<file path="src/iee_pkg.sv">
// Shared types and constants for the infix expression evaluator.
// No dependencies.
`default_nettype none
package iee_pkg;
    localparam int DEFAULT_DATA_WIDTH = 32;
    localparam int VALUE_WIDTH        = 32;
    localparam int CHAR_WIDTH         = 8;
    localparam int QUEUE_DEPTH        = 4;

    typedef enum logic [1:0] {
        OP_ADD = 2'd0,
        OP_SUB = 2'd1,
        OP_MUL = 2'd2,
        OP_DIV = 2'd3
    } op_t;

    // item kinds passed from front to back
    typedef enum logic [1:0] {
        KIND_DIGIT = 2'd0,
        KIND_OPER  = 2'd1,
        KIND_NONE  = 2'd2
    } kind_t;

    typedef struct packed {
        kind_t      kind;
        logic [3:0] digit;
        op_t        op;
        logic       last;
    } token_t;

    localparam int TOKEN_WIDTH = $bits(token_t);

    localparam logic [7:0] CH_ZERO  = 8'h30;
    localparam logic [7:0] CH_NINE  = 8'h39;
    localparam logic [7:0] CH_PLUS  = 8'h2B;
    localparam logic [7:0] CH_MINUS = 8'h2D;
    localparam logic [7:0] CH_STAR  = 8'h2A;
    localparam logic [7:0] CH_SLASH = 8'h2F;
endpackage
`default_nettype wire

</file>
<file path="src/iee_front.sv">
// Front end: accepts characters, classifies them into tokens.
// Depends on iee_pkg.
`default_nettype none
module iee_front import iee_pkg::*; (
    input  wire logic [CHAR_WIDTH-1:0] char_code,
    input  wire logic                  last,
    output token_t                     token
);
    always_comb begin
        token.kind  = KIND_NONE;
        token.digit = 4'd0;
        token.op    = OP_ADD;
        token.last  = last;
        if (char_code >= CH_ZERO && char_code <= CH_NINE) begin
            token.kind  = KIND_DIGIT;
            token.digit = 4'(char_code - CH_ZERO);
        end else begin
            unique case (char_code)
                CH_PLUS:  begin token.kind = KIND_OPER; token.op = OP_ADD; end
                CH_MINUS: begin token.kind = KIND_OPER; token.op = OP_SUB; end
                CH_STAR:  begin token.kind = KIND_OPER; token.op = OP_MUL; end
                CH_SLASH: begin token.kind = KIND_OPER; token.op = OP_DIV; end
                default:  token.kind = KIND_NONE;
            endcase
        end
    end
endmodule
`default_nettype wire

</file>
<file path="src/iee_fifo.sv">
// Short token queue between front and back.
// Depends on iee_pkg.
`default_nettype none
module iee_fifo import iee_pkg::*; #(
    parameter int DEPTH = QUEUE_DEPTH
) (
    input  wire logic   aclk,
    input  wire logic   aresetn,
    input  wire logic   wr_valid,
    output logic        wr_ready,
    input  wire token_t wr_data,
    output logic        rd_valid,
    input  wire logic   rd_ready,
    output token_t      rd_data
);
    localparam int AW = (DEPTH > 1) ? $clog2(DEPTH) : 1;
    token_t mem_reg [DEPTH];
    logic [AW-1:0] wptr_reg, rptr_reg;
    logic [AW:0]   count_reg;
    logic wr_en, rd_en;

    assign wr_ready = count_reg != (AW+1)'(DEPTH);
    assign rd_valid = count_reg != '0;
    assign rd_data  = mem_reg[rptr_reg];
    assign wr_en    = wr_valid && wr_ready;
    assign rd_en    = rd_valid && rd_ready;

    always_ff @(posedge aclk) begin
        if (wr_en) mem_reg[wptr_reg] <= wr_data;
        if (!aresetn) begin
            wptr_reg  <= '0;
            rptr_reg  <= '0;
            count_reg <= '0;
        end else begin
            if (wr_en)
                wptr_reg <= (wptr_reg == AW'(DEPTH-1)) ? '0 : wptr_reg + 1'b1;
            if (rd_en)
                rptr_reg <= (rptr_reg == AW'(DEPTH-1)) ? '0 : rptr_reg + 1'b1;
            count_reg <= count_reg + (AW+1)'(wr_en) - (AW+1)'(rd_en);
        end
    end
endmodule
`default_nettype wire

</file>
<file path="src/iee_divider.sv">
// Iterative signed divider, one quotient bit per cycle, truncating toward zero.
// Depends on iee_pkg.
`default_nettype none
module iee_divider import iee_pkg::*; #(
    parameter int DATA_WIDTH = DEFAULT_DATA_WIDTH
) (
    input  wire logic                  aclk,
    input  wire logic                  aresetn,
    input  wire logic                  start,
    input  wire logic [DATA_WIDTH-1:0] dividend,
    input  wire logic [DATA_WIDTH-1:0] divisor,
    output logic                       done,
    output logic [DATA_WIDTH-1:0]      quotient
);
    localparam int CW = $clog2(DATA_WIDTH + 1);
    logic [DATA_WIDTH-1:0] rem_reg, quo_reg, den_reg;
    logic [CW-1:0]         cnt_reg;
    logic                  neg_reg, busy_reg;
    logic [DATA_WIDTH:0]   trial;
    logic [DATA_WIDTH-1:0] a_mag, b_mag;

    assign a_mag = dividend[DATA_WIDTH-1] ? -dividend : dividend;
    assign b_mag = divisor[DATA_WIDTH-1]  ? -divisor  : divisor;
    assign trial = {rem_reg, quo_reg[DATA_WIDTH-1]} - {1'b0, den_reg};
    assign done     = busy_reg && cnt_reg == '0;
    assign quotient = neg_reg ? -quo_reg : quo_reg;

    always_ff @(posedge aclk) begin
        if (!aresetn) begin
            busy_reg <= 1'b0;
            cnt_reg  <= '0;
        end else if (start) begin
            busy_reg <= 1'b1;
            cnt_reg  <= CW'(DATA_WIDTH);
            rem_reg  <= '0;
            quo_reg  <= a_mag;
            den_reg  <= b_mag;
            neg_reg  <= dividend[DATA_WIDTH-1] ^ divisor[DATA_WIDTH-1];
        end else if (busy_reg) begin
            if (cnt_reg == '0) begin
                busy_reg <= 1'b0;
            end else begin
                cnt_reg <= cnt_reg - 1'b1;
                if (!trial[DATA_WIDTH]) begin
                    rem_reg <= trial[DATA_WIDTH-1:0];
                    quo_reg <= {quo_reg[DATA_WIDTH-2:0], 1'b1};
                end else begin
                    rem_reg <= {rem_reg[DATA_WIDTH-2:0], quo_reg[DATA_WIDTH-1]};
                    quo_reg <= {quo_reg[DATA_WIDTH-2:0], 1'b0};
                end
            end
        end
    end
endmodule
`default_nettype wire

</file>
<file path="src/iee_back.sv">
// Back end: stacks, reduction sequencer and result register.
// Depends on iee_pkg and iee_divider.
`default_nettype none
module iee_back import iee_pkg::*; #(
    parameter int DATA_WIDTH = DEFAULT_DATA_WIDTH
) (
    input  wire logic              aclk,
    input  wire logic              aresetn,
    input  wire logic              tok_valid,
    output logic                   tok_ready,
    input  wire token_t            tok,
    output logic                   res_valid,
    input  wire logic              res_ready,
    output logic [VALUE_WIDTH-1:0] res_value,
    output logic                   res_dbz
);
    localparam int MW = (DATA_WIDTH > VALUE_WIDTH) ? DATA_WIDTH : VALUE_WIDTH;
    typedef enum logic [2:0] {S_IDLE, S_REDUCE, S_DIV, S_FINISH} state_t;
    typedef enum logic [1:0] {M_NONE, M_ADD, M_HIGH} mode_t;

    state_t state_reg;
    mode_t  mode_reg;
    logic [DATA_WIDTH-1:0] accum_reg;
    logic [DATA_WIDTH-1:0] vs_reg [3];
    logic [1:0] vcnt_reg, ocnt_reg;
    op_t        os_reg [2];
    op_t        pend_op_reg;
    logic       pend_push_reg, last_reg, err_reg;

    logic [DATA_WIDTH-1:0] a, b, alu, div_q, acc10, prod;
    op_t  top_op;
    logic can_reduce, want_reduce, div_start, div_done;

    assign a      = vs_reg[2'(vcnt_reg - 2'd2)];
    assign b      = vs_reg[2'(vcnt_reg - 2'd1)];
    assign top_op = os_reg[1'(ocnt_reg - 2'd1)];
    assign prod   = a * b;
    assign acc10  = DATA_WIDTH'(accum_reg * DATA_WIDTH'(10)
                    + DATA_WIDTH'(tok.digit));
    assign can_reduce  = ocnt_reg != 2'd0 && vcnt_reg >= 2'd2;
    assign want_reduce = can_reduce && (mode_reg == M_ADD ||
                         (mode_reg == M_HIGH && (top_op == OP_MUL || top_op == OP_DIV)));
    assign div_start = state_reg == S_REDUCE && want_reduce && top_op == OP_DIV
                       && b != '0;
    // result register parts the sides: a held result blocks tokens only while the next result waits in S_FINISH
    assign tok_ready = state_reg == S_IDLE;

    always_comb begin
        case (top_op)
            OP_ADD:  alu = a + b;
            OP_SUB:  alu = a - b;
            OP_MUL:  alu = prod;
            default: alu = '0;
        endcase
    end

    iee_divider #(.DATA_WIDTH(DATA_WIDTH)) u_div (
        .aclk(aclk), .aresetn(aresetn), .start(div_start),
        .dividend(a), .divisor(b), .done(div_done), .quotient(div_q)
    );

    always_ff @(posedge aclk) begin
        if (!aresetn) begin
            state_reg     <= S_IDLE;
            mode_reg      <= M_NONE;
            accum_reg     <= '0;
            vcnt_reg      <= '0;
            ocnt_reg      <= '0;
            err_reg       <= 1'b0;
            pend_push_reg <= 1'b0;
            last_reg      <= 1'b0;
            res_valid     <= 1'b0;
            for (int i = 0; i < 3; i++) vs_reg[i] <= '0;
            for (int i = 0; i < 2; i++) os_reg[i] <= OP_ADD;
        end else begin
            if (res_valid && res_ready) res_valid <= 1'b0;
            unique case (state_reg)
                S_IDLE: if (tok_valid && tok_ready) begin
                    last_reg      <= tok.last;
                    pend_op_reg   <= tok.op;
                    pend_push_reg <= tok.kind == KIND_OPER;
                    if (tok.kind == KIND_DIGIT) begin
                        accum_reg <= acc10;
                        if (tok.last) begin
                            if (vcnt_reg != 2'd3) begin
                                vs_reg[vcnt_reg] <= acc10;
                                vcnt_reg <= vcnt_reg + 1'b1;
                            end
                            accum_reg <= '0;
                            mode_reg  <= M_ADD;
                            state_reg <= S_REDUCE;
                        end
                    end else if (tok.kind == KIND_OPER || tok.last) begin
                        if (vcnt_reg != 2'd3) begin
                            vs_reg[vcnt_reg] <= accum_reg;
                            vcnt_reg <= vcnt_reg + 1'b1;
                        end
                        accum_reg <= '0;
                        mode_reg  <= (tok.kind == KIND_OPER &&
                                      (tok.op == OP_MUL || tok.op == OP_DIV))
                                     ? M_HIGH : M_ADD;
                        state_reg <= S_REDUCE;
                    end
                end
                S_REDUCE: begin
                    if (want_reduce) begin
                        if (top_op == OP_DIV && b != '0) begin
                            state_reg <= S_DIV;
                        end else begin
                            if (top_op == OP_DIV) err_reg <= 1'b1;
                            vs_reg[2'(vcnt_reg - 2'd2)] <= alu;
                            vcnt_reg <= vcnt_reg - 1'b1;
                            ocnt_reg <= ocnt_reg - 1'b1;
                        end
                    end else begin
                        // reductions done; push operator, then maybe finish
                        if (pend_push_reg && ocnt_reg != 2'd2) begin
                            os_reg[ocnt_reg[0]] <= pend_op_reg;
                            ocnt_reg <= ocnt_reg + 1'b1;
                        end
                        pend_push_reg <= 1'b0;
                        if (last_reg && pend_push_reg) begin
                            // operator that was also last: push accum (zero), then reduce all
                            if (vcnt_reg != 2'd3) begin
                                vs_reg[vcnt_reg] <= '0;
                                vcnt_reg <= vcnt_reg + 1'b1;
                            end
                            mode_reg <= M_ADD;
                        end else if (last_reg) begin
                            state_reg <= S_FINISH;
                        end else begin
                            state_reg <= S_IDLE;
                        end
                    end
                end
                S_DIV: if (div_done) begin
                    vs_reg[2'(vcnt_reg - 2'd2)] <= div_q;
                    vcnt_reg  <= vcnt_reg - 1'b1;
                    ocnt_reg  <= ocnt_reg - 1'b1;
                    state_reg <= S_REDUCE;
                end
                // wait here while the previous result is still held
                S_FINISH: if (!res_valid || res_ready) begin
                    res_value <= (vcnt_reg != 2'd0)
                        ? VALUE_WIDTH'($signed(MW'($signed(b))))
                        : '0;
                    res_dbz   <= err_reg;
                    res_valid <= 1'b1;
                    accum_reg <= '0;
                    vcnt_reg  <= '0;
                    ocnt_reg  <= '0;
                    err_reg   <= 1'b0;
                    last_reg  <= 1'b0;
                    mode_reg  <= M_NONE;
                    for (int i = 0; i < 3; i++) vs_reg[i] <= '0;
                    for (int i = 0; i < 2; i++) os_reg[i] <= OP_ADD;
                    state_reg <= S_IDLE;
                end
                default: state_reg <= S_IDLE;
            endcase
        end
    end
endmodule
`default_nettype wire

</file>
<file path="src/infix_expression_evaluator_core.sv">
// Infix expression evaluator: front classifier, token queue, back evaluator.
// Depends on iee_pkg, iee_front, iee_fifo, iee_back.
// Flow: a digit or space that is not last is taken by the back end with no
// reduction; an operator takes up to two reductions, each done by the ALU or,
// when it is a division, by the bit-serial divider, which sets the worst case.
// The last item adds a full reduction and a load of the result register,
// which waits there only while the previous result is still held.
// Reset: synchronous, active low; clears stacks, queue and result valid.
`default_nettype none
module infix_expression_evaluator_core import iee_pkg::*; #(
    parameter int DATA_WIDTH = DEFAULT_DATA_WIDTH
) (
    input  wire logic        aclk,
    input  wire logic        aresetn,
    input  wire logic        s_tvalid,
    output logic             s_tready,
    input  wire logic [7:0]  s_tdata,   // [7:0] char_code
    input  wire logic        s_tlast,   // last character of the expression
    output logic             m_tvalid,
    input  wire logic        m_tready,
    output logic [39:0]      m_tdata    // [31:0] value, [32] div_by_zero
);
    token_t ftok, qtok;
    logic   q_valid, q_ready;
    logic [VALUE_WIDTH-1:0] value;
    logic   dbz;

    // classify incoming characters
    iee_front u_front (.char_code(s_tdata), .last(s_tlast), .token(ftok));

    // decouple front and back
    iee_fifo #(.DEPTH(QUEUE_DEPTH)) u_fifo (
        .aclk(aclk), .aresetn(aresetn),
        .wr_valid(s_tvalid), .wr_ready(s_tready), .wr_data(ftok),
        .rd_valid(q_valid), .rd_ready(q_ready), .rd_data(qtok)
    );

    // evaluate with value and operator stacks
    iee_back #(.DATA_WIDTH(DATA_WIDTH)) u_back (
        .aclk(aclk), .aresetn(aresetn),
        .tok_valid(q_valid), .tok_ready(q_ready), .tok(qtok),
        .res_valid(m_tvalid), .res_ready(m_tready),
        .res_value(value), .res_dbz(dbz)
    );

    assign m_tdata = {7'd0, dbz, value};
endmodule
`default_nettype wire

</file>
<file path="config.mk">
export PLATFORM = sky130hd
export DESIGN_NAME = infix_expression_evaluator_core
export DESIGN_NICKNAME = d
export VERILOG_FILES = /design/src/iee_pkg.sv /design/src/iee_front.sv /design/src/iee_fifo.sv /design/src/iee_divider.sv /design/src/iee_back.sv /design/src/infix_expression_evaluator_core.sv
export SDC_FILE = /design/constraint.sdc
export NUM_CORES = 2
export LEC_CHECK = 0
export BUFFER_PORTS_ARGS = -buffer_cell sky130_fd_sc_hd__buf_2
export CAP_MARGIN = 25
export CORE_MARGIN = 1.5
export CORE_UTILIZATION = 25
export CTS_BUF_LIST = sky130_fd_sc_hd__clkbuf_4 sky130_fd_sc_hd__clkbuf_8 sky130_fd_sc_hd__clkbuf_16
export DETAILED_ROUTE_END_ITERATION = 16
export GPL_TIMING_DRIVEN = 0
export PLACE_DENSITY = 0.45
export SYNTH_ARGS = -nofsm -noshare
export SYNTH_HDL_FRONTEND = slang
export SYNTH_SLANG_ARGS = --single-unit
export TNS_END_PERCENT = 100
</file>
<file path="constraint.sdc">
create_clock -name aclk -period 19.4 [get_ports aclk]
set_input_delay 0 -clock aclk [delete_from_list [all_inputs] [get_ports aclk]]
set_output_delay 0 -clock aclk [all_outputs]
set_load 0.005 [all_outputs]
</file>
* Word level (Yosys, flattened, before mapping)
Memories as Yosys holds them, arrays and structs flattened. A register that Yosys moved wholly into a read port is not among the register bits.
Cells that the tools add are included.
** Word-level totals
- Bits in registers :: 191
- RAM bits :: 136
- Input port bits :: 13
- Output and inout port bits :: 42
- Word-level logic and storage cells :: 287
- Memories :: 3
** Cells by class
- $add $sub $neg :: 18
- $mul :: 2
- $lt $le $gt $ge :: 3
- Eq/ne operators :: 36
- Multiplexer cells :: 136
- Bitwise logic cells :: 11
- Reduce and logical (&&, ||, !) cells :: 55
** Memory list
- u_back.vs_reg :: depth 3, bits a word 32, read ports 2, clocked after memory_dff 0, write ports 3, RTL line iee_back.sv:24 : logic [DATA_WIDTH-1:0] vs_reg [3];
- u_fifo.mem_reg :: depth 4, bits a word 9, read ports 1, clocked after memory_dff 1, write ports 1, RTL line iee_fifo.sv:17 : token_t mem_reg [DEPTH];
- u_back.os_reg :: depth 2, bits a word 2, read ports 1, clocked after memory_dff 0, write ports 2, RTL line iee_back.sv:26 : op_t os_reg [2];
** Operators by type and width (count)
- 32-bit 2-to-1 mux :: 21
- 32-bit negation :: 3
- 32-bit case mux with 3 select lines :: 1
- 2-bit 2-to-1 mux :: 34
- 32-bit case mux with 2 select lines :: 1
- 32-bit OR reduction :: 2
- 1-bit 2-to-1 mux :: 57
- 33-bit by 32-bit subtractor with 33-bit output :: 1
- 32-bit adder :: 1
- 32-bit by 4-bit adder with 32-bit output :: 1
- 8-bit by 6-bit == test with 1-bit output, second input constant :: 4
- 32-bit by 3-bit multiplier with 31-bit output, second input constant :: 1
- 32-bit by 32-bit multiplier with 32-bit output :: 1
- 32-bit nonzero test :: 1
- 32-bit subtractor :: 1
- 31-bit 2-to-1 mux :: 1
- 3-bit 2-to-1 mux :: 9
- 6-bit 2-to-1 mux :: 3
- 2-bit case mux with 3 select lines :: 3
- 1-bit logical AND :: 15
- 3-bit != test, second input constant :: 5
- 3-bit AND reduction :: 5
- 2-bit == test, second input constant :: 7
- 7-bit AND reduction :: 2
- 37 further kinds :: 81

* Longest topological paths before layout
An unclocked memory read counts as a cell.
- Depth in word-level cells :: 15
- Mapped depth :: 48
- Mapped depth without buffers :: 35

* Hierarchy
From an unflattened synthesis, not the netlist that was laid out.
** Second synthesis, totals
- Cell total of the unflattened synthesis :: 4551
- Area total of the unflattened synthesis :: 41762.6 um^2
** Modules (own cells, without submodules)
- iee_back :: times used 1, cells an instance 3580, area an instance 31916.9 um^2, seq. area each 5895.7 um^2
- iee_divider :: times used 1, cells an instance 842, area an instance 7828.8 um^2, seq. area each 3052.9 um^2
- iee_fifo :: times used 1, cells an instance 99, area an instance 1781.7 um^2, seq. area each 1261.2 um^2
- iee_front :: times used 1, cells an instance 21, area an instance 171.4 um^2, seq. area each 0.0 um^2
- infix_expression_evaluator_core :: times used 1, cells an instance 9, area an instance 63.8 um^2, seq. area each 0.0 um^2

* Worst setup path after synthesis
OpenSTA, ideal clock, no wires.
- Kind :: register -> register
- From :: register u_back.vcnt_reg[0]
- To :: memory u_back.vs_reg[1][31] in the netlist's numbering (data pin)
- Setup time :: 0.259 ns
- Arrival time :: 11.109 ns
- Required time :: 19.141 ns
- Path slack :: 8.033 ns
- Stages on the path, launching flop included :: 46
- Path buffers :: 14
- Clock period less this slack :: 11.367 ns
- Cells stage by stage :: dfxtp_1 -> buf_6 -> buf_2 -> inv_1 -> clkbuf_1 -> clkbuf_1 -> clkbuf_1 -> buf_1 -> ha_1 -> buf_6 -> buf_4 -> buf_6 -> buf_2 -> buf_2 -> buf_1 -> clkbuf_1 -> mux2i_1 -> nand2_1 -> [10 not listed] -> fa_1 -> fa_1 -> inv_1 -> fa_1 -> inv_1 -> ha_1 -> a41o_1 -> a21oi_1 -> o21ai_0 -> a21oi_1 -> o21ai_0 -> a31oi_1 -> o21ai_0 -> xnor2_1 -> o21ai_0 -> a21oi_1 -> o22ai_2 -> nor2b_1
** RTL lines
- start, declared :: RTL line iee_back.sv:25 : logic [1:0] vcnt_reg, ocnt_reg;
- start signal, assigned :: RTL line iee_back.sv:87 : vcnt_reg <= vcnt_reg + 1'b1;
- start signal, assigned :: RTL line iee_back.sv:96 : vcnt_reg <= vcnt_reg + 1'b1;
- start signal, assigned :: RTL line iee_back.sv:112 : vcnt_reg <= vcnt_reg - 1'b1;
- end, declared :: RTL line iee_back.sv:24

==> flow_metrics.env <==
export IMPL_tightest_slew_ps=1163
export IMPL_slew_viol_final=0
export IMPL_grt_pass1_vias=32710
export IMPL_synth_avg_cell_area_sq_um=9.233
export IMPL_cts_root_buf="clkbuf_16"
export IMPL_max_cap_viol_count=0
export IMPL_clk_latency_ps=640
export IMPL_min_path_type="input pin to flop"
export IMPL_die_y_um=405.7
export IMPL_grt_pass1_wl_um=231200
export IMPL_synth_common_cells="nor2_1 (647), inv_1 (561), nand2_1 (435), fa_1 (413), edfxtp_1 (300)"
export IMPL_critPathCaptureType="flop"
export IMPL_cts_max_path_buffers=3
export IMPL_period_share_pct=85.00
export IMPL_drc_errors=0
export IMPL_drive_gt1_share_pct=8.726
export IMPL_status="complete, no violations"
export IMPL_yosysWarnings=0
export IMPL_viasPerCell=4.882
export IMPL_core_sq_um=160800
export IMPL_synthCells=4392
export IMPL_dpl_hpwl_um=128000
export IMPL_num_vias=33040
export IMPL_gp_congestion=0.9347
export IMPL_synth_xor_area_share_pct=6.899
export IMPL_start_kind="flop"
export IMPL_required_ps=19780
export IMPL_synth_most_common_cell="nor2_1"
export IMPL_syn_cell_area_sq_um=40550
export IMPL_io_pins=55
export IMPL_max_slew_margin_pct=22.47
export IMPL_clk_pin_slew_ps=60
export IMPL_synth_top_area_share_pct=22.22
export IMPL_worstPathMaxFanout=12
export IMPL_slowest_delay_ps=870
export IMPL_drt_wl_total_um=160400
export IMPL_period_needed_ps=16490
export IMPL_largest_register_ffs=128
export IMPL_cts_htree_levels=2
export IMPL_cts_sinks=360
export IMPL_antenna_found_initial=2
export IMPL_grt_max_degree=33
export IMPL_synth_top_family_by_area="adder cells"
export IMPL_die_area_sq_um=164600
export IMPL_area_growth_pct=14.50
export IMPL_synth_compound_area_share_pct=10.37
export IMPL_finalClockSkew_ps=31.62
export IMPL_synth_simple_area_share_pct=15.00
export IMPL_rsz0062_at_grt="no"
export IMPL_rows=147
export IMPL_cp_arrival_ps=16870
export IMPL_fmax_mhz=60.65
export IMPL_cts_setup_buffers=0
export IMPL_hold_violations=0
export IMPL_drt_iter0_drc=3107
export IMPL_synthTopCellsByArea="edfxtp_1 (22%), fa_1 (20%), ha_1 (8.1%)"
export IMPL_cts_made_buffers=46
export IMPL_regArea_sq_um=10210
export IMPL_synth_edf_count=300
export IMPL_num_fill_cells=17200
export IMPL_routedWlPerCell_um=23.70
export IMPL_grt_overflow_total=0
export IMPL_yosysSeqAreaShare_pct=25.18
export IMPL_setup_tns_ps=0
export IMPL_first_pass_iters=6
export IMPL_post_synth_num_cell_types=95
export IMPL_nNetsFinal=5259
export IMPL_cp_slowest_cell="clkbuf_1"
export IMPL_grt_use_total_pct=19.35
export IMPL_synth_seq_cells=360
export IMPL_multi_input_area_sq_um=27410
export IMPL_ys_flop_type="edfxtp_1"
export IMPL_synth_area_mux_share_pct=6.442
export IMPL_cp_common_cell="fa_1"
export IMPL_synth_async_sr_flop_share_pct=0
export IMPL_critPathKind="flop to flop"
export IMPL_yosys_area_share_adder_pct=28.50
export IMPL_cts_tree="built"
export IMPL_yosys_area_top_type="edfxtp_1"
export IMPL_portBuffers=47
export IMPL_fp_dieW_um=405.7
export IMPL_start_util_pct=25.23
export IMPL_ant_nets=0
export IMPL_finalSetupViolCount=0
## final cells by class
type / count / share of cell area (%)
Clock inverter: 36 / 1.062
Buffer: 223 / 2.067
Timing Repair Buffer: 124 / 2.878
Multi-Input combinational cell: 3249 / 59.04
Inverter: 566 / 4.576
Sequential cell: 360 / 21.99
Antenna cell: 1 / 0.005390
Tap cell: 2160 / 5.821
Clock buffer: 49 / 2.565
## routing by layer
metal	wire [um]	GRT usage [%]	share of wire, %
met1	72140	27.21	45
met2	71520	30.25	45
met3	11250	3.037	7.0
met4	5499	6.078	3.4
met5	7	0	0.0044
## metrics by stage
| step | utilization [%] | area (sq um) | hold WS, ps | setup slack, ps | std cells |
|---|---|---|---|---|---|
| after floorplan | - | 40570 | 98.87 | 8033 | 4398 |
| after global placement | 27.07 | 43510 | 242.2 | 2802 | 6605 |
| after detailed placement | 27.74 | 44600 | 250.9 | 3199 | 6668 |
| after CTS | 28.86 | 46390 | 23.19 | 3145 | 6764 |
| after global routing | 28.88 | 46430 | 27.31 | 2568 | 6767 |
| final | 28.88 | 46430 | 26.35 | 2911 | 6768 |
## cells by family after synthesis
group	after synthesis
AO/OA/AOI/OAI	658
XOR/XNOR	317
adder cells (fa/ha/maj)	676
buffers and inverters	789
flip-flops	360
multiplexers	190
other	1
AND/OR/NAND/NOR	1401
## path summary, 6_finish.rpt
check                     startpoint                    to  slack, ps  depth (start not counted)
hold reg to reg       u_back.err_reg        u_back.res_dbz        450                          0
setup / recovery  u_back.vcnt_reg[0]  u_back.vs_reg[0][27]       2910                         46
setup reg to reg  u_back.vcnt_reg[0]  u_back.vs_reg[0][27]       2910                         46
hold / removal              s_tvalid  u_fifo.mem_reg[1][4]         30                          2
## placed cells by master, fill, tap and decap left out, types with 20 or more instances in the layout
cell,count
nor2_1,644
clkbuf_16,47
o21ai_1,20
a31oi_1,23
xnor2_1,225
nand2_1,432
buf_4,26
clkbuf_1,161
o21ai_2,25
a21oi_1,161
nand3_1,29
a21o_1,47
edfxtp_1,300
o21ai_0,149
ha_1,263
mux4_2,52
buf_8,32
mux2i_1,90
nor2b_1,38
a22oi_1,31
inv_1,561
or3_1,22
and2_1,46
dfxtp_1,60
buf_2,75
xor2_1,90
mux2_2,47
fa_1,413
nor3_1,55
nand4_1,20
nand2b_1,26
a211oi_1,30
## repair_timing
item	4_1_cts	5_1_grt
hold buffers	11	0
endpoints found under the hold margin	44	0
resized for setup	0	0
## worst max-delay path, delay by kind of cell (launching register included)
family | cells | cell delay [ps]
compound gates | 10 | 2700
xor+xnor | 1 | 180
fa+ha+maj | 10 | 4820
buf+inv | 21 | 7240
flops | 1 | 430
mux | 1 | 270
simple gates | 3 | 470
Power is not shown: default switching activity piles up to over one toggle a cycle in this logic, so the estimate is an artifact.
